==> config.mk <==
export PLATFORM = sky130hd
export DESIGN_NAME = cop_front
export DESIGN_NICKNAME = d
export VERILOG_FILES = /design/src/rtl/cop_pkg.sv /design/src/rtl/cop_front.sv
export SDC_FILE = /design/constraint.sdc
export NUM_CORES = 1
export LEC_CHECK = 0
export BUFFER_PORTS_ARGS = -buffer_cell sky130_fd_sc_hd__buf_2
export CORE_AREA = 2 2 130 132
export DETAILED_ROUTE_END_ITERATION = 16
export DIE_AREA = 0 0 132 134
export MAX_ROUTING_LAYER = met4
export PLACE_DENSITY = 0.66
export SLEW_MARGIN = 20
export SYNTH_ARGS = -nofsm -noshare
export SYNTH_HDL_FRONTEND = slang
export SYNTH_SLANG_ARGS = --single-unit
==> constraint.sdc <==
create_clock -name i_clk -period 12.8 [get_ports i_clk]
set_input_delay 2.56 -clock i_clk [delete_from_list [all_inputs] [get_ports i_clk]]
set_output_delay 2.56 -clock i_clk [all_outputs]
set_load 0.01 [all_outputs]
==> src/rtl/cop_pkg.sv <==
`default_nettype none

package cop_pkg;

    localparam int FB_WIDTH_DEF   = 320;
    localparam int FB_HEIGHT_DEF  = 200;
    localparam int CURSOR_MAX_DEF = 64;

    // wide enough for the sprite address at the largest cursor size
    localparam int SPR_ADDR_MAX_W = 16;

    localparam int QUEUE_DEPTH = 4;

    localparam logic [1:0] CMD_COMPOSE = 2'd0;
    localparam logic [1:0] CMD_PAL_WR  = 2'd1;
    localparam logic [1:0] CMD_SPR_WR  = 2'd2;

    localparam logic [2:0] REG_CURSOR_X = 3'd0;
    localparam logic [2:0] REG_CURSOR_Y = 3'd1;
    localparam logic [2:0] REG_HOT_X    = 3'd2;
    localparam logic [2:0] REG_HOT_Y    = 3'd3;
    localparam logic [2:0] REG_CUR_W    = 3'd4;
    localparam logic [2:0] REG_CUR_H    = 3'd5;
    localparam logic [2:0] REG_KEY      = 3'd6;
    localparam logic [2:0] REG_CONTROL  = 3'd7;

    localparam int CTRL_VISIBLE = 0;
    localparam int CTRL_OVERLAY = 1;

    typedef enum logic [1:0] {
        K_COMPOSE,
        K_PAL_WR,
        K_SPR_WR
    } t_kind;

    typedef struct packed {
        logic [8:0] cursor_x;
        logic [7:0] cursor_y;
        logic [5:0] hot_x;
        logic [5:0] hot_y;
        logic [6:0] cur_w;
        logic [6:0] cur_h;
        logic [7:0] key_color;
        logic [1:0] control;
    } t_cfg;

    typedef struct packed {
        t_kind                     kind;
        logic                      win;       // pixel lies inside the visible cursor box
        logic [SPR_ADDR_MAX_W-1:0] spr_addr;
        logic [7:0]                game_index;
        logic [15:0]               overlay_color;
        logic [7:0]                entry_index;
        logic [23:0]               entry_color;
        logic [7:0]                sprite_value;
    } t_item;

    // high-bit replication of 5- and 6-bit channels
    function automatic logic [7:0] widen5(input logic [4:0] v);
        return {v, v[4:2]};
    endfunction

    function automatic logic [7:0] widen6(input logic [5:0] v);
        return {v, v[5:4]};
    endfunction

endpackage

`default_nettype wire

==> src/rtl/cop_front.sv <==
`default_nettype none

module cop_front #(
    parameter int FB_WIDTH   = cop_pkg::FB_WIDTH_DEF,
    parameter int FB_HEIGHT  = cop_pkg::FB_HEIGHT_DEF,
    parameter int CURSOR_MAX = cop_pkg::CURSOR_MAX_DEF
) (
    input  wire logic          i_clk,
    input  wire logic          i_rst_n,
    input  wire cop_pkg::t_cfg i_cfg,
    input  wire logic          i_valid,
    output logic               o_ready,
    input  wire logic [1:0]    i_command,
    input  wire logic [8:0]    i_pos_x,
    input  wire logic [7:0]    i_pos_y,
    input  wire logic [7:0]    i_game_index,
    input  wire logic [15:0]   i_overlay_color,
    input  wire logic [7:0]    i_entry_index,
    input  wire logic [23:0]   i_entry_color,
    input  wire logic [7:0]    i_sprite_value,
    output logic               o_push,
    output cop_pkg::t_item     o_item,
    input  wire logic          i_full
);
    import cop_pkg::*;

    logic        r_fv;
    t_item       r_item;
    t_item       n_item;
    logic        w_keep;
    logic        w_accept;
    logic signed [12:0] w_cx;
    logic signed [12:0] w_cy;
    logic        w_in_fb;
    logic        w_in_box;
    logic        w_spr_ok;

    assign o_ready  = !r_fv || !i_full;
    assign w_accept = i_valid && o_ready;
    assign o_push   = r_fv && !i_full;
    assign o_item   = r_item;

    // sprite coordinates of the pixel, hotspot placed at the cursor position
    assign w_cx = $signed({4'b0, i_pos_x}) - $signed({4'b0, i_cfg.cursor_x})
                + $signed({7'b0, i_cfg.hot_x});
    assign w_cy = $signed({5'b0, i_pos_y}) - $signed({5'b0, i_cfg.cursor_y})
                + $signed({7'b0, i_cfg.hot_y});

    assign w_in_fb = ({4'b0, i_pos_x} < 13'(FB_WIDTH)) && ({5'b0, i_pos_y} < 13'(FB_HEIGHT));

    assign w_in_box = i_cfg.control[CTRL_VISIBLE] && (i_cfg.cur_w != '0)
                   && (i_cfg.cur_h != '0) && !w_cx[12] && !w_cy[12]
                   && ($unsigned(w_cx) < {6'b0, i_cfg.cur_w})
                   && ($unsigned(w_cy) < {6'b0, i_cfg.cur_h});

    assign w_spr_ok = ({4'b0, i_pos_x} < 13'(CURSOR_MAX)) && ({5'b0, i_pos_y} < 13'(CURSOR_MAX));

    always_comb begin
        n_item               = '0;
        n_item.game_index    = i_game_index;
        n_item.overlay_color = i_overlay_color;
        n_item.entry_index   = i_entry_index;
        n_item.entry_color   = i_entry_color;
        n_item.sprite_value  = i_sprite_value;
        w_keep               = 1'b0;
        case (i_command)
            CMD_COMPOSE: begin
                w_keep          = 1'b1;
                n_item.kind     = K_COMPOSE;
                n_item.win      = w_in_fb && w_in_box;
                n_item.spr_addr = SPR_ADDR_MAX_W'(w_cy[7:0]) * SPR_ADDR_MAX_W'(CURSOR_MAX)
                                + SPR_ADDR_MAX_W'(w_cx[7:0]);
            end
            CMD_PAL_WR: begin
                w_keep      = 1'b1;
                n_item.kind = K_PAL_WR;
            end
            CMD_SPR_WR: begin
                w_keep          = w_spr_ok;
                n_item.kind     = K_SPR_WR;
                n_item.spr_addr = SPR_ADDR_MAX_W'(i_pos_y) * SPR_ADDR_MAX_W'(CURSOR_MAX)
                                + SPR_ADDR_MAX_W'(i_pos_x);
            end
            default: begin
                w_keep = 1'b0;
            end
        endcase
    end

    always_ff @(posedge i_clk) begin
        if (!i_rst_n) begin
            r_fv <= 1'b0;
        end else if (w_accept) begin
            r_fv <= w_keep;
        end else if (o_push) begin
            r_fv <= 1'b0;
        end
    end

    always_ff @(posedge i_clk) begin
        if (w_accept) begin
            r_item <= n_item;
        end
    end

endmodule

`default_nettype wire

==> impl_metrics.xml <==
<?xml version="1.0" encoding="UTF-8"?>
<metrics>
  <group name="timing">
    <metric name="final-setup-viol-count" unit="">0</metric>
    <metric name="total_count_of_hold_check_failures_in_the_final_report" unit="">0</metric>
    <metric name="slew_headroom" unit="">0.314</metric>
    <metric name="rsz0062_at_grt" unit="">no</metric>
    <metric name="max_clock_freq" unit="MHz">139</metric>
    <metric name="fin_setup_tns" unit="ps">0</metric>
    <metric name="slew_viol_final" unit="">0</metric>
    <metric name="final.setup_skew" unit="ps">4.97</metric>
    <metric name="timing_worst_slew_pin_value" unit="ps">1030</metric>
    <metric name="post-route-period-util" unit="">0.563</metric>
    <metric name="finalWorstPathRequiredPeriod" unit="ps">7200</metric>
  </group>
  <group name="yosys">
    <metric name="synthCells" unit="">407</metric>
    <metric name="seq_area_frac_synth" unit="">0.516</metric>
    <metric name="mean_post_synth_cell_area" unit="um^2">11.8</metric>
    <metric name="synth_cell_types" unit="">54</metric>
    <metric name="mappedNetlistArea" unit="um^2">4810</metric>
    <metric name="synth_top_flop_cell" unit="">sky130_fd_sc_hd__edfxtp_1</metric>
    <metric name="async_flop_share" unit="">0</metric>
    <metric name="ys_warn_count" unit="">0</metric>
    <metric name="synth-edff-count" unit="">82</metric>
    <metric name="mappedNetlistNets" unit="">599</metric>
    <metric name="synth-seq-cells" unit="">83</metric>
  </group>
  <group name="placement">
    <metric name="place.port_buffers" unit="">214</metric>
    <metric name="detailedPlacementHpwl" unit="um">10400</metric>
    <metric name="globalplace.congestion" unit="">0.835</metric>
  </group>
  <group name="critical_path">
    <metric name="worstSetupEndpointType" unit="">register</metric>
    <metric name="crit_type" unit="">input port to register</metric>
    <metric name="crit_path_launch_type" unit="">input port</metric>
    <metric name="critical_path_required" unit="ps">12990</metric>
    <metric name="worstPathMaxFanout" unit="">5</metric>
    <metric name="timing.reg2reg.worst_path_depth" unit="">2</metric>
    <metric name="cp-startpoint" unit="">i_pos_y[0]</metric>
    <metric name="arrival" unit="ps">7390</metric>
    <metric name="r2r_start" unit="">r_fv$_SDFFE_PN0P_</metric>
  </group>
  <group name="route">
    <metric name="number_of_drc_violations_after_detailed_routing" unit="">0</metric>
    <metric name="detail-route-antenna-nets" unit="">0</metric>
    <metric name="routed_vias_inst" unit="">4.54</metric>
    <metric name="vias" unit="">3871</metric>
    <metric name="drt_first_pass_iters" unit="">4</metric>
    <metric name="detail_route.wl_per_cell" unit="um">14.7</metric>
    <metric name="drtIter0Drc" unit="">161</metric>
    <metric name="drt-total-wl" unit="um">12600</metric>
  </group>
  <group name="floorplan">
    <metric name="die-area" unit="um^2">17700</metric>
    <metric name="die_h" unit="um">134</metric>
    <metric name="placeableCoreArea" unit="um^2">16300</metric>
    <metric name="fp-row-count" unit="">47</metric>
    <metric name="die_x" unit="um">132</metric>
    <metric name="io_pins" unit="">225</metric>
    <metric name="initial_core_utilization" unit="">0.295</metric>
  </group>
  <group name="global_route">
    <metric name="grt_pass1_vias" unit="">3626</metric>
    <metric name="grt_start_max_net_pins" unit="">83</metric>
    <metric name="global_route.usage.total" unit="">0.142</metric>
    <metric name="grt_remaining_overflow" unit="">0</metric>
    <metric name="grt_first_pass_wirelength" unit="um">18900</metric>
    <metric name="antenna_found_initial" unit="">1</metric>
  </group>
  <group name="clocking">
    <metric name="cts_buffers" unit="">9</metric>
    <metric name="clock_path_buffers" unit="">2</metric>
    <metric name="tritoncts" unit="">done</metric>
    <metric name="worstSkewPairLatency" unit="ps">330</metric>
    <metric name="numClockSinks" unit="">83</metric>
    <metric name="cts_post_setup_buffers_inserted" unit="">0</metric>
    <metric name="post_cts_resized" unit="">0</metric>
    <metric name="htree_levels" unit="">3</metric>
    <metric name="root_buffer" unit="">sky130_fd_sc_hd__clkbuf_16</metric>
    <metric name="path_clk_slew" unit="ps">60</metric>
    <metric name="post_cts_hold_fix_bufs" unit="">0</metric>
  </group>
  <group name="cells_and_area">
    <metric name="fraction_of_the_core_area_covered_by_cells_at_the_end_of_the_flow" unit="">0.396</metric>
    <metric name="commonest_cells_after_routing_fill_and_taps_aside" unit="">sky130_fd_sc_hd__buf_2 (214), sky130_fd_sc_hd__edfxtp_1 (82), sky130_fd_sc_hd__inv_1 (48)</metric>
    <metric name="final_common_cell" unit="">sky130_fd_sc_hd__buf_2</metric>
    <metric name="fraction_of_final_layout_cells_sized_beyond_drive_strength_1" unit="">0.380</metric>
    <metric name="flow.area_growth_from_synthesis" unit="%">34.1</metric>
    <metric name="num-fill-cells" unit="">1609</metric>
    <metric name="design.final.nets" unit="">819</metric>
  </group>
  <group name="worst_hold_path">
    <metric name="min_delay_path_depth" unit="">2</metric>
    <metric name="hold_class" unit="">register to register</metric>
    <metric name="worstHoldStart" unit="">r_fv$_SDFFE_PN0P_</metric>
  </group>
  <group name="job">
    <metric name="max_cap_viols" unit="">0</metric>
  </group>
  <group name="power">
    <metric name="cellLeakagePower" unit="nW">2.98</metric>
    <metric name="ratio_of_total_power_to_cell_area" unit="nW/um^2">131</metric>
    <metric name="ir_worst_vdd" unit="mV">0.0577</metric>
  </group>
  <group name="outcome">
    <metric name="status" unit="">complete, no violations</metric>
  </group>
</metrics>
[cell families after synthesis]
group,after synthesis,share of synthesized area
DFF,83,0.516
and+or+nand+nor,97,0.0991
buffers and inverters,53,0.0424
AOI/OAI and AO/OA,84,0.125
xor gates and xnor gates,29,0.0556
adders and majority gates,52,0.145
other,1,0.000779
muxes,8,0.0166
[worst max-delay path: stages]
cell and delay [ps]:
sky130_fd_sc_hd__buf_2 120, sky130_fd_sc_hd__inv_1 50, sky130_fd_sc_hd__ha_1 150, sky130_fd_sc_hd__inv_1 60, sky130_fd_sc_hd__fa_1 420, sky130_fd_sc_hd__a21o_2 230
sky130_fd_sc_hd__a211oi_1 220, sky130_fd_sc_hd__a21oi_1 70, sky130_fd_sc_hd__ha_1 330, sky130_fd_sc_hd__o21a_1 120, sky130_fd_sc_hd__o31ai_1 100, sky130_fd_sc_hd__a21oi_1 190
sky130_fd_sc_hd__xnor2_1 510, sky130_fd_sc_hd__ha_1 380, sky130_fd_sc_hd__a22oi_1 180, sky130_fd_sc_hd__nand2_1 80, sky130_fd_sc_hd__a41oi_1 170, sky130_fd_sc_hd__nand4_1 110
sky130_fd_sc_hd__nor4_1 440, sky130_fd_sc_hd__o211ai_1 160, sky130_fd_sc_hd__a2111oi_0 520, sky130_fd_sc_hd__and3_1 250
[per-layer routing]
layer  routed length, um  up-vias  global-route usage
li1                    -     1936                   -
met1                5420     1759               0.170
met2                6160      162               0.240
met3                 776       14              0.0249
met4                 193        0              0.0507
met5                   0        -                   -
[where the power goes]
part / total (mW) / internal (mW) / switching (mW)
registers: 0.327 / 0.323 / 0.00387
logic: 0.259 / 0.113 / 0.146
clock network: 0.259 / 0.154 / 0.105
[final timing paths]
path                              end  slack, ps
max reg2reg      o_item[67]$_DFFE_PP_      11150
min                 r_fv$_SDFFE_PN0P_        520
min reg2reg         r_fv$_SDFFE_PN0P_        520
max          o_item[80]$_SDFFCE_PN0P_       5600
[per-stage QoR]
stage	cell area (um^2)	hold WS, ps	instances	setup slack [ps]	total power [mW]
after global placement	6140	496	836	5180	0.589
after detailed placement	6140	512	836	5210	0.593
final	6450	519	853	5600	0.845
after global routing	6450	554	853	5150	0.901
after CTS	6450	521	852	5550	0.859
after floorplan	4810	542	407	6320	0.512
[cell usage after synthesis (2+ instances only)]
| master | number | area (um^2) |
|---|---|---|
| sky130_fd_sc_hd__edfxtp_1 | 82 | 2460 |
| sky130_fd_sc_hd__inv_1 | 48 | 180 |
| sky130_fd_sc_hd__ha_1 | 46 | 576 |
| sky130_fd_sc_hd__nor2_1 | 39 | 146 |
| sky130_fd_sc_hd__a21oi_1 | 15 | 75.1 |
| sky130_fd_sc_hd__xnor2_1 | 14 | 123 |
| sky130_fd_sc_hd__xor2_1 | 14 | 123 |
| sky130_fd_sc_hd__nand2_1 | 11 | 41.3 |
| sky130_fd_sc_hd__o21a_1 | 11 | 82.6 |
| sky130_fd_sc_hd__o21ai_0 | 11 | 55.1 |
| sky130_fd_sc_hd__nand4_1 | 10 | 62.6 |
| sky130_fd_sc_hd__a211oi_1 | 9 | 67.6 |
| sky130_fd_sc_hd__nand3_1 | 9 | 45.0 |
| sky130_fd_sc_hd__nor2b_1 | 9 | 56.3 |
| sky130_fd_sc_hd__a21o_1 | 8 | 60.1 |
| sky130_fd_sc_hd__mux2i_1 | 8 | 80.1 |
| sky130_fd_sc_hd__fa_1 | 6 | 120 |
| sky130_fd_sc_hd__nor3_1 | 5 | 25.0 |
| sky130_fd_sc_hd__a21boi_0 | 3 | 22.5 |
| sky130_fd_sc_hd__clkbuf_1 | 3 | 11.3 |
| sky130_fd_sc_hd__nand2b_1 | 3 | 18.8 |
| sky130_fd_sc_hd__nor4_1 | 3 | 18.8 |
| sky130_fd_sc_hd__a211o_1 | 2 | 17.5 |
| sky130_fd_sc_hd__a31oi_1 | 2 | 12.5 |
| sky130_fd_sc_hd__and3_1 | 2 | 12.5 |
| sky130_fd_sc_hd__o21ba_2 | 2 | 20.0 |
| sky130_fd_sc_hd__o22ai_1 | 2 | 12.5 |
| sky130_fd_sc_hd__o311ai_0 | 2 | 17.5 |
| sky130_fd_sc_hd__o31a_1 | 2 | 17.5 |
| sky130_fd_sc_hd__o31ai_1 | 2 | 15.0 |
[layout make-up]
type                    instances  area, um^2  share of cell area
inverters                      48         180              0.0279
diodes                          1        2.50            0.000388
repair buffers                214        1070               0.166
flip-flops and latches         83        2480               0.385
clock inverters                 7        88.8              0.0138
well taps                     220         275              0.0427
multi-input cells             271        2130               0.330
clock buffers                   9         225              0.0349
[registers in the layout, summed over array words and instances, names as in the netlist]
signal,cells
o_item,82
r_fv,1
Power figures use the tool's default switching activity.
