$ cat src/rtl/cop_pkg.sv
`default_nettype none

package cop_pkg;

    localparam int FB_WIDTH_DEF   = 320;
    localparam int FB_HEIGHT_DEF  = 200;
    localparam int CURSOR_MAX_DEF = 64;

    // wide enough for the sprite address at the largest cursor size
    localparam int SPR_ADDR_MAX_W = 16;

    localparam int QUEUE_DEPTH = 4;

    localparam logic [1:0] CMD_COMPOSE = 2'd0;
    localparam logic [1:0] CMD_PAL_WR  = 2'd1;
    localparam logic [1:0] CMD_SPR_WR  = 2'd2;

    localparam logic [2:0] REG_CURSOR_X = 3'd0;
    localparam logic [2:0] REG_CURSOR_Y = 3'd1;
    localparam logic [2:0] REG_HOT_X    = 3'd2;
    localparam logic [2:0] REG_HOT_Y    = 3'd3;
    localparam logic [2:0] REG_CUR_W    = 3'd4;
    localparam logic [2:0] REG_CUR_H    = 3'd5;
    localparam logic [2:0] REG_KEY      = 3'd6;
    localparam logic [2:0] REG_CONTROL  = 3'd7;

    localparam int CTRL_VISIBLE = 0;
    localparam int CTRL_OVERLAY = 1;

    typedef enum logic [1:0] {
        K_COMPOSE,
        K_PAL_WR,
        K_SPR_WR
    } t_kind;

    typedef struct packed {
        logic [8:0] cursor_x;
        logic [7:0] cursor_y;
        logic [5:0] hot_x;
        logic [5:0] hot_y;
        logic [6:0] cur_w;
        logic [6:0] cur_h;
        logic [7:0] key_color;
        logic [1:0] control;
    } t_cfg;

    typedef struct packed {
        t_kind                     kind;
        logic                      win;       // pixel lies inside the visible cursor box
        logic [SPR_ADDR_MAX_W-1:0] spr_addr;
        logic [7:0]                game_index;
        logic [15:0]               overlay_color;
        logic [7:0]                entry_index;
        logic [23:0]               entry_color;
        logic [7:0]                sprite_value;
    } t_item;

    // high-bit replication of 5- and 6-bit channels
    function automatic logic [7:0] widen5(input logic [4:0] v);
        return {v, v[4:2]};
    endfunction

    function automatic logic [7:0] widen6(input logic [5:0] v);
        return {v, v[5:4]};
    endfunction

endpackage

`default_nettype wire

$ cat src/rtl/cop_fifo.sv
`default_nettype none

module cop_fifo (
    input  wire logic           i_clk,
    input  wire logic           i_rst_n,
    input  wire logic           i_push,
    input  wire cop_pkg::t_item i_item,
    output logic                o_full,
    input  wire logic           i_pop,
    output logic                o_nonempty,
    output cop_pkg::t_item      o_item
);
    import cop_pkg::*;

    localparam int PW = $clog2(QUEUE_DEPTH);

    t_item         r_mem [QUEUE_DEPTH];
    logic [PW-1:0] r_wr_ptr;
    logic [PW-1:0] r_rd_ptr;
    logic [PW:0]   r_count;

    assign o_full     = (r_count == (PW+1)'(QUEUE_DEPTH));
    assign o_nonempty = (r_count != '0);
    assign o_item     = r_mem[r_rd_ptr];

    always_ff @(posedge i_clk) begin
        if (!i_rst_n) begin
            r_wr_ptr <= '0;
            r_rd_ptr <= '0;
            r_count  <= '0;
        end else begin
            if (i_push) begin
                r_wr_ptr <= r_wr_ptr + PW'(1);
            end
            if (i_pop) begin
                r_rd_ptr <= r_rd_ptr + PW'(1);
            end
            r_count <= r_count + (PW+1)'(i_push) - (PW+1)'(i_pop);
        end
    end

    always_ff @(posedge i_clk) begin
        if (i_push) begin
            r_mem[r_wr_ptr] <= i_item;
        end
    end

    a_no_overflow: assert property (@(posedge i_clk) disable iff (!i_rst_n)
        i_push |-> !o_full)
        else $error("queue push while full");

    a_no_underflow: assert property (@(posedge i_clk) disable iff (!i_rst_n)
        i_pop |-> o_nonempty)
        else $error("queue pop while empty");

    a_count_track: assert property (@(posedge i_clk) disable iff (!i_rst_n)
        (i_push && !i_pop) |=> (r_count == $past(r_count) + (PW+1)'(1)))
        else $error("queue count lost a push");

endmodule

`default_nettype wire

$ cat config.mk
export PLATFORM = sky130hd
export DESIGN_NAME = cop_fifo
export DESIGN_NICKNAME = d
export VERILOG_FILES = /design/src/rtl/cop_pkg.sv /design/src/rtl/cop_fifo.sv
export SDC_FILE = /design/constraint.sdc
export NUM_CORES = 1
export LEC_CHECK = 0
export BUFFER_PORTS_ARGS = -buffer_cell sky130_fd_sc_hd__buf_4
export CAP_MARGIN = 20
export CORE_ASPECT_RATIO = 1.4
export CORE_MARGIN = 4
export CORE_UTILIZATION = 40
export CTS_CLUSTER_SIZE = 24
export DETAILED_ROUTE_END_ITERATION = 12
export HOLD_SLACK_MARGIN = 0.03
export SLEW_MARGIN = 20
export SYNTH_ARGS = -nofsm -noshare
export SYNTH_HDL_FRONTEND = slang
export SYNTH_SLANG_ARGS = --single-unit
$ cat constraint.sdc
create_clock -name i_clk -period 3.2 [get_ports i_clk]
set_input_delay 0.64 -clock i_clk [delete_from_list [all_inputs] [get_ports i_clk]]
set_output_delay 0.64 -clock i_clk [all_outputs]
set_load 0.1 [all_outputs]
==> reports/metrics.yaml, run 1 <==
outcome:
  status: "finished, final reports clean"
floorplanning:
  core_um2: 30700
  fp.dieH_um: 217
  die_w_um: 157
  dieArea_um2: 34000
  io_pins: 172
  rows: 76
  start_util_pct: 40.4
clock_network:
  path_clk_slew_ns: 0.06
  cts_buffer_depth: 3
  cts.sinks: 341
  cts_resized: 0
  cts_root_buffer: "clkbuf_16"
  htreeDepth: 2
  cts_tree: "built"
  hold_buffers: 0
  cts_buffers: 35
  postCtsSetupRepairBufs: 0
  clk_latency_ns: 0.51
sta:
  min_period_ns: 2.82
  maxSlewHeadroom_pct: 57.5
  fin_crit_sh_pct: 88.0
  rsz0062_at_grt: "false"
  hold_viol_final: 0
  fin_skew_ns: 0.0208
  setup_viol: 0
  tightest_slew_ns: 0.638
  finalSetupTns_ns: 0
  clock.fmax_mhz: 355
  drv_slew: 0
  layout_setup_ws_ns: 0.383
global_route:
  grtUsageMet1_pct: 16.4
  busiest_layer: "met2"
  grtUsageMet2_pct: 26.6
  antenna_found_initial: 2
  gr-usage-met3_pct: 3.50
  grt_overflow: 0
  grt_usage_pct: 14.5
  grt_first_pass_wirelength_um: 37100
  grt_max_degree: 49
  grt_pass1_vias: 6308
logic_synthesis:
  ys_ff_latch: 341
  synth_area_leaders: "edfxtp_1 (80%), mux4_2 (15%), dfxtp_1 (1.5%)"
  ys.warnings.count: 0
  synthesis.area_um2: 12400
  postSynthAreaPerCell_um2: 26.1
  synth_nets: 570
  synth_top_area_share_pct: 80.3
  postSynthCellCount: 476
  ys_types: 19
  ys_seq_area_share_pct: 81.7
  synth_top_area_cell: "edfxtp_1"
worst_setup_path:
  crit_fanout: 31
  slowest_stage: "dfxtp_4"
  worst_ep_arrival_time_ns: 2.18
  slowest_delay_ns: 0.66
  endpoint_kind: "primary output"
  start_kind: "register"
  required_ns: 2.56
  cp_cell_sequence: "buf_4 > mux4_2 > buf_4"
  criticalPathCategory: "register to primary output"
  crit_top_cell: "buf_4"
  critPathBufInv: 2
  cpLargestDelayFamily: "flip-flops"
finish:
  final_area_um2: 15300
  fin_util_pct: 49.9
  drive_gt1_share_pct: 45.2
  diodes: 0
  final_nets: 771
  area_growth_syn_to_layout_pct: 23.4
  fillers: 2464
run:
  maxCapViolations: 0
pwr:
  ir_drop_v: 0.000510
  p_total_uw: 11300
  p_per_area_nw_per_um2: 734
  p_leak_uw: 0.00516
drt:
  dr.pass1.iters: 4
  wl_per_cell_um: 22.2
  wirelength_um: 24200
  drt_iter0_drc: 327
  ant_nets: 0
  vias: 5540
  viasPerCell: 5.08
  drc_errors: 0
placement:
  pre_cts_slack_ns: 0.862
  routabilityCongestion: 0.728
  dpl_cell_area_um2: 14200
  detailed_place_hpwl_um: 14800
  portBuffers: 171
worst_hold_path:
  min_path_type: "input pin to register"
[per-layer routing]
metal  vias up  wire, µm
li1       2431         -
met1      2905      8740
met2       145     13400
met3        55      1330
met4         4       713
met5         -        20
[worst paths after layout]
| path | slack [ns] | to | start | cells past startpoint |
|---|---|---|---|---|
| min reg2reg | 0.53 | register | r_rd_ptr[1] | 2 |
| max reg2reg | 1.29 | r_mem[2][80] | r_wr_ptr[0] | 4 |
| min | 0.33 | r_mem[3][20] | i_item[20] | 1 |
| max | 0.38 | o_item[4] | register | 3 |
[synth_stat cells]
| library cell | count |
|---|---|
| and3_1 | 1 |
| nor2_1 | 5 |
| a21oi_1 | 1 |
| or3_1 | 1 |
| and2_1 | 6 |
| xnor2_1 | 2 |
| buf_2 | 9 |
| clkbuf_1 | 1 |
| inv_1 | 7 |
| ha_1 | 6 |
| xor3_1 | 1 |
| buf_6 | 8 |
| mux2i_1 | 1 |
| dfxtp_1 | 9 |
| nand3b_1 | 1 |
| a21bo_2 | 1 |
| edfxtp_1 | 332 |
| mux4_2 | 83 |
| fa_1 | 1 |
[cells in the final DEF (no fill, tap or decap)]
cell       netlist  routed
and2_4           0       4
dfxtp_4          0       2
nor2_1           5       5
inv_8            0       1
and2_1           6       2
mux2i_1          1       1
dfxtp_1          9       7
buf_4            0     175
fa_1             1       1
clkinv_4         0       1
a21bo_2          1       1
xor3_1           1       1
buf_12           0       7
inv_1            7       7
clkinv_1         0       5
clkinv_2         0       4
ha_1             6       6
a21oi_1          1       1
mux4_2          83      83
xnor2_1          2       2
or3_1            1       1
and3_1           1       1
bufinv_16        0       2
clkbuf_1         1      11
clkbuf_16        0      37
nand3b_1         1       1
edfxtp_1       332     332
[state kept, by name, indices dropped and copies added (netlist names), named ones only]
signal	flops
r_count	3
r_wr_ptr	2
r_mem	332
r_rd_ptr	2
[layout make-up]
type | count | area (µm²) | area share, %
sequential | 341 | 10200 | 66.3
clock inverter | 13 | 119 | 0.775
tap | 390 | 488 | 3.18
timing repair buffer | 182 | 1450 | 9.48
multi-input combinational | 110 | 2120 | 13.8
inverter | 7 | 26.3 | 0.171
clock buffer | 48 | 967 | 6.31
[where the power goes]
group | switching [µW] | internal [µW] | leakage [µW]
clock | 1570 | 2280 | 0.000531
sequential | 65.7 | 5130 | 0.00313
combinational | 1640 | 571 | 0.00150
[through the flow]
| step | hold WS (ns) | cells |
|---|---|---|
| 4_1_cts | 0.292 | 1091 |
| 5_1_grt | 0.297 | 1091 |
| 6_report | 0.328 | 1091 |
| 3_3_place_gp | 0.525 | 1030 |
| 3_5_place_dp | 0.533 | 1030 |
| 2_1_floorplan | 0.499 | 476 |
[worst reg2reg max path, cell delays in order, from the launching register on]
cell and delay, ns:
dfxtp_1 0.35, inv_1 0.11, ha_1 0.15, and2_4 0.53, buf_12 0.40
[kinds of logic after synthesis]
family | after synthesis | synth area share, %
muxes | 84 | 15.1
xor gates and xnor gates | 3 | 0.332
buffers and inverters | 25 | 1.33
and+or+nand+nor | 14 | 0.615
adders and majority gates | 7 | 0.766
DFF | 341 | 81.7
AOI/OAI and AO/OA | 2 | 0.121
Note: power is estimated with default switching activity, not from simulation.
==> inputs of run 2 (changes only) <==
- CORE_ASPECT_RATIO: 1.4 -> not set
==> run 2 against run 1 <==
Compared with the run above:
- final cell count is 0.82% higher
- critical path type unchanged
- cell area hardly changed
- first-iteration DRC count is 2.1% higher
- count of clock-buffer cells in the layout stayed put
- largest cell class unchanged
- fmax hardly changed
- worst setup slack better by 0.0021 ns
- global-route usage is 0.40 points lower
- non-clock buffer count is 2 higher
==> reports/metrics.yaml, run 2 (synthesis results as in run 1) <==
outcome:
  status: "finished, final reports clean"
worst_setup_path:
  endpoint_kind: "primary output"
  slowest_stage: "dfxtp_4"
  criticalPathCategory: "register to primary output"
  cpLargestDelayFamily: "flip-flops"
  crit_fanout: 43  # +39%
  critPathBufInv: 2  # unchanged
  slowest_delay_ns: 0.65  # about the same
  rrSetupSlack_ns: 1.50  # +0.21 ns
  start_kind: "register"
  worst_ep_arrival_time_ns: 2.17  # about the same
  r2r_start: "r_wr_ptr[1]"
  reg2reg_depth: 4  # unchanged
  cp_cell_sequence: "buf_12 > mux4_2 > buf_4"
  r2r_end: "r_mem[1][54]"
  required_ns: 2.56  # about the same
sta:
  fin_skew_ns: 0.00822  # -0.0126 ns
  min_period_ns: 2.81  # -0.00205 ns
  maxSlewHeadroom_pct: 67.7  # +10 points
  drv_slew: 0  # unchanged
  setup_viol: 0  # unchanged
  hold_viol_final: 0  # unchanged
  clock.fmax_mhz: 355  # about the same
  holdWs_ns: 0.343  # +0.0159 ns
  fin_crit_sh_pct: 88.0  # about the same
  finalSetupTns_ns: 0  # unchanged
  tightest_slew_ns: 0.485  # -0.153 ns
  rsz0062_at_grt: "false"
worst_hold_path:
  min-delay-start: "i_item[79]"
  holdPathEnd: "r_mem[3][79]"
  min_path_type: "input pin to register"
  holdPathStages: 1  # unchanged
floorplanning:
  core_um2: 30600  # -0.41%
  rows: 64  # -16%
  die_w_um: 184  # +17%
  fp.dieH_um: 184  # -15%
  io_pins: 172  # unchanged
  dieArea_um2: 33900  # -0.12%
  start_util_pct: 40.6  # +0.17 points
drt:
  wirelength_um: 23900  # -1.2%
  ant_nets: 0  # unchanged
  drt_iter0_drc: 334  # +2.1%
  viasPerCell: 5.00  # -1.6%
  vias: 5499  # -0.74%
  dr.pass1.iters: 4  # unchanged
  drc_errors: 0  # unchanged
  wl_per_cell_um: 21.7  # -2.0%
clock_network:
  postCtsSetupRepairBufs: 0  # unchanged
  clk_latency_ns: 0.49  # -0.02 ns
  path_clk_slew_ns: 0.06  # about the same
  cts_resized: 0  # unchanged
  cts_tree: "built"
  hold_buffers: 0  # unchanged
  cts_root_buffer: "clkbuf_16"
  htreeDepth: 2  # unchanged
  cts.sinks: 341  # unchanged
  cts_buffers: 36  # +2.9%
  cts_buffer_depth: 3  # unchanged
finish:
  regArea_um2: 10200  # unchanged
  area_growth_syn_to_layout_pct: 23.3  # about the same
  fin_util_pct: 50.1  # +0.18 points
  final_nets: 774  # +0.39%
  reg_top3: "r_mem: 332 flops, r_count: 3 flops"
  fillers: 2465  # +0.041%
  drive_gt1_share_pct: 45.2  # -0.051 points
  diodes: 0  # unchanged
  largest_reg_flops: 332  # unchanged
  multi_input_area_um2: 2120  # unchanged
  layout_common_cells: "edfxtp_1 (332), buf_4 (177), mux4_2 (83)"
  final_common_cell: "edfxtp_1"
  largest_register: "r_mem"
global_route:
  grtUsageMet2_pct: 23.7  # -2.9 points
  grt_overflow: 0  # unchanged
  grt_max_degree: 47  # -4.1%
  grt_pass1_vias: 6172  # -2.2%
  gr-usage-met3_pct: 4.62  # +1.1 points
  busiest_layer: "met2"
  antenna_found_initial: 0  # -2
  grt_first_pass_wirelength_um: 36600  # -1.4%
  grt_usage_pct: 14.1  # -0.40 points
  grtUsageMet1_pct: 17.9  # +1.5 points
pwr:
  p_per_area_nw_per_um2: 726  # -1.1%
  ir_drop_v: 0.000453  # -11%
  p_leak_uw: 0.00515  # -0.11%
placement:
  detailed_place_hpwl_um: 14400  # -2.2%
  portBuffers: 171  # unchanged
  routabilityCongestion: 0.718  # -1.3%
run:
  maxCapViolations: 0  # unchanged
## run 2: changes by cell type in the layout (fill, tap and decap cells not counted)
cell        change
clkinv_2        -1
clkinv_1        +5
clkinvlp_4      +1
clkbuf_8        +3
buf_4           +2
clkbuf_1        -3
clkinv_4        -1
inv_8           -1
bufinv_16       -2
## run 2: how the worst max path moves through the flow
stage	from	endpoint	slack (ns)	depth (start not counted)
CTS	register	o_item[69]	0.32	3
finish	register	o_item[69]	0.39	3
detailed placement	register	o_item[69]	0.86	3
floorplan	i_push	r_mem[0][0]	0.18	1
global route	register	o_item[8]	0.27	3
global placement	register	o_item[69]	0.87	3
## run 2: metrics by stage
stage	area, µm²	power (µW)	cells	setup WS (ns)
5_1_grt	15300	11600	1100	0.272
2_1_floorplan	12400	7000	476	0.180
3_3_place_gp	14300	7500	1038	0.868
4_1_cts	15300	11300	1100	0.325
3_5_place_dp	14300	7540	1038	0.856
6_report	15300	11100	1100	0.385
## run 2: worst register-to-register path: stages, from the launching register on
cell	delay (ns)
dfxtp_1	0.34
inv_1	0.09
ha_1	0.15
and2_4	0.34
buf_4	0.43
## run 2: report_power, final
group | internal [µW] | switching (µW) | total, µW
combinational | 574 | 1640 | 2210
clock | 2170 | 1530 | 3710
sequential | 5130 | 68.6 | 5200
total | 7880 | 3240 | 11100
## run 2: layer usage
layer | up-vias | wire, µm
met5 | - | 0
met4 | 0 | 469
met3 | 33 | 1770
met2 | 154 | 11900
met1 | 2876 | 9770
li1 | 2436 | -
## run 2: final cells by class
cell class | instances | area share [%]
well taps | 396 | 3.23
flip-flops and latches | 341 | 66.3
repair buffers | 184 | 9.59
clock inverters | 14 | 0.392
multi-input cells | 110 | 13.8
clock buffers | 48 | 6.51
inverters | 7 | 0.171
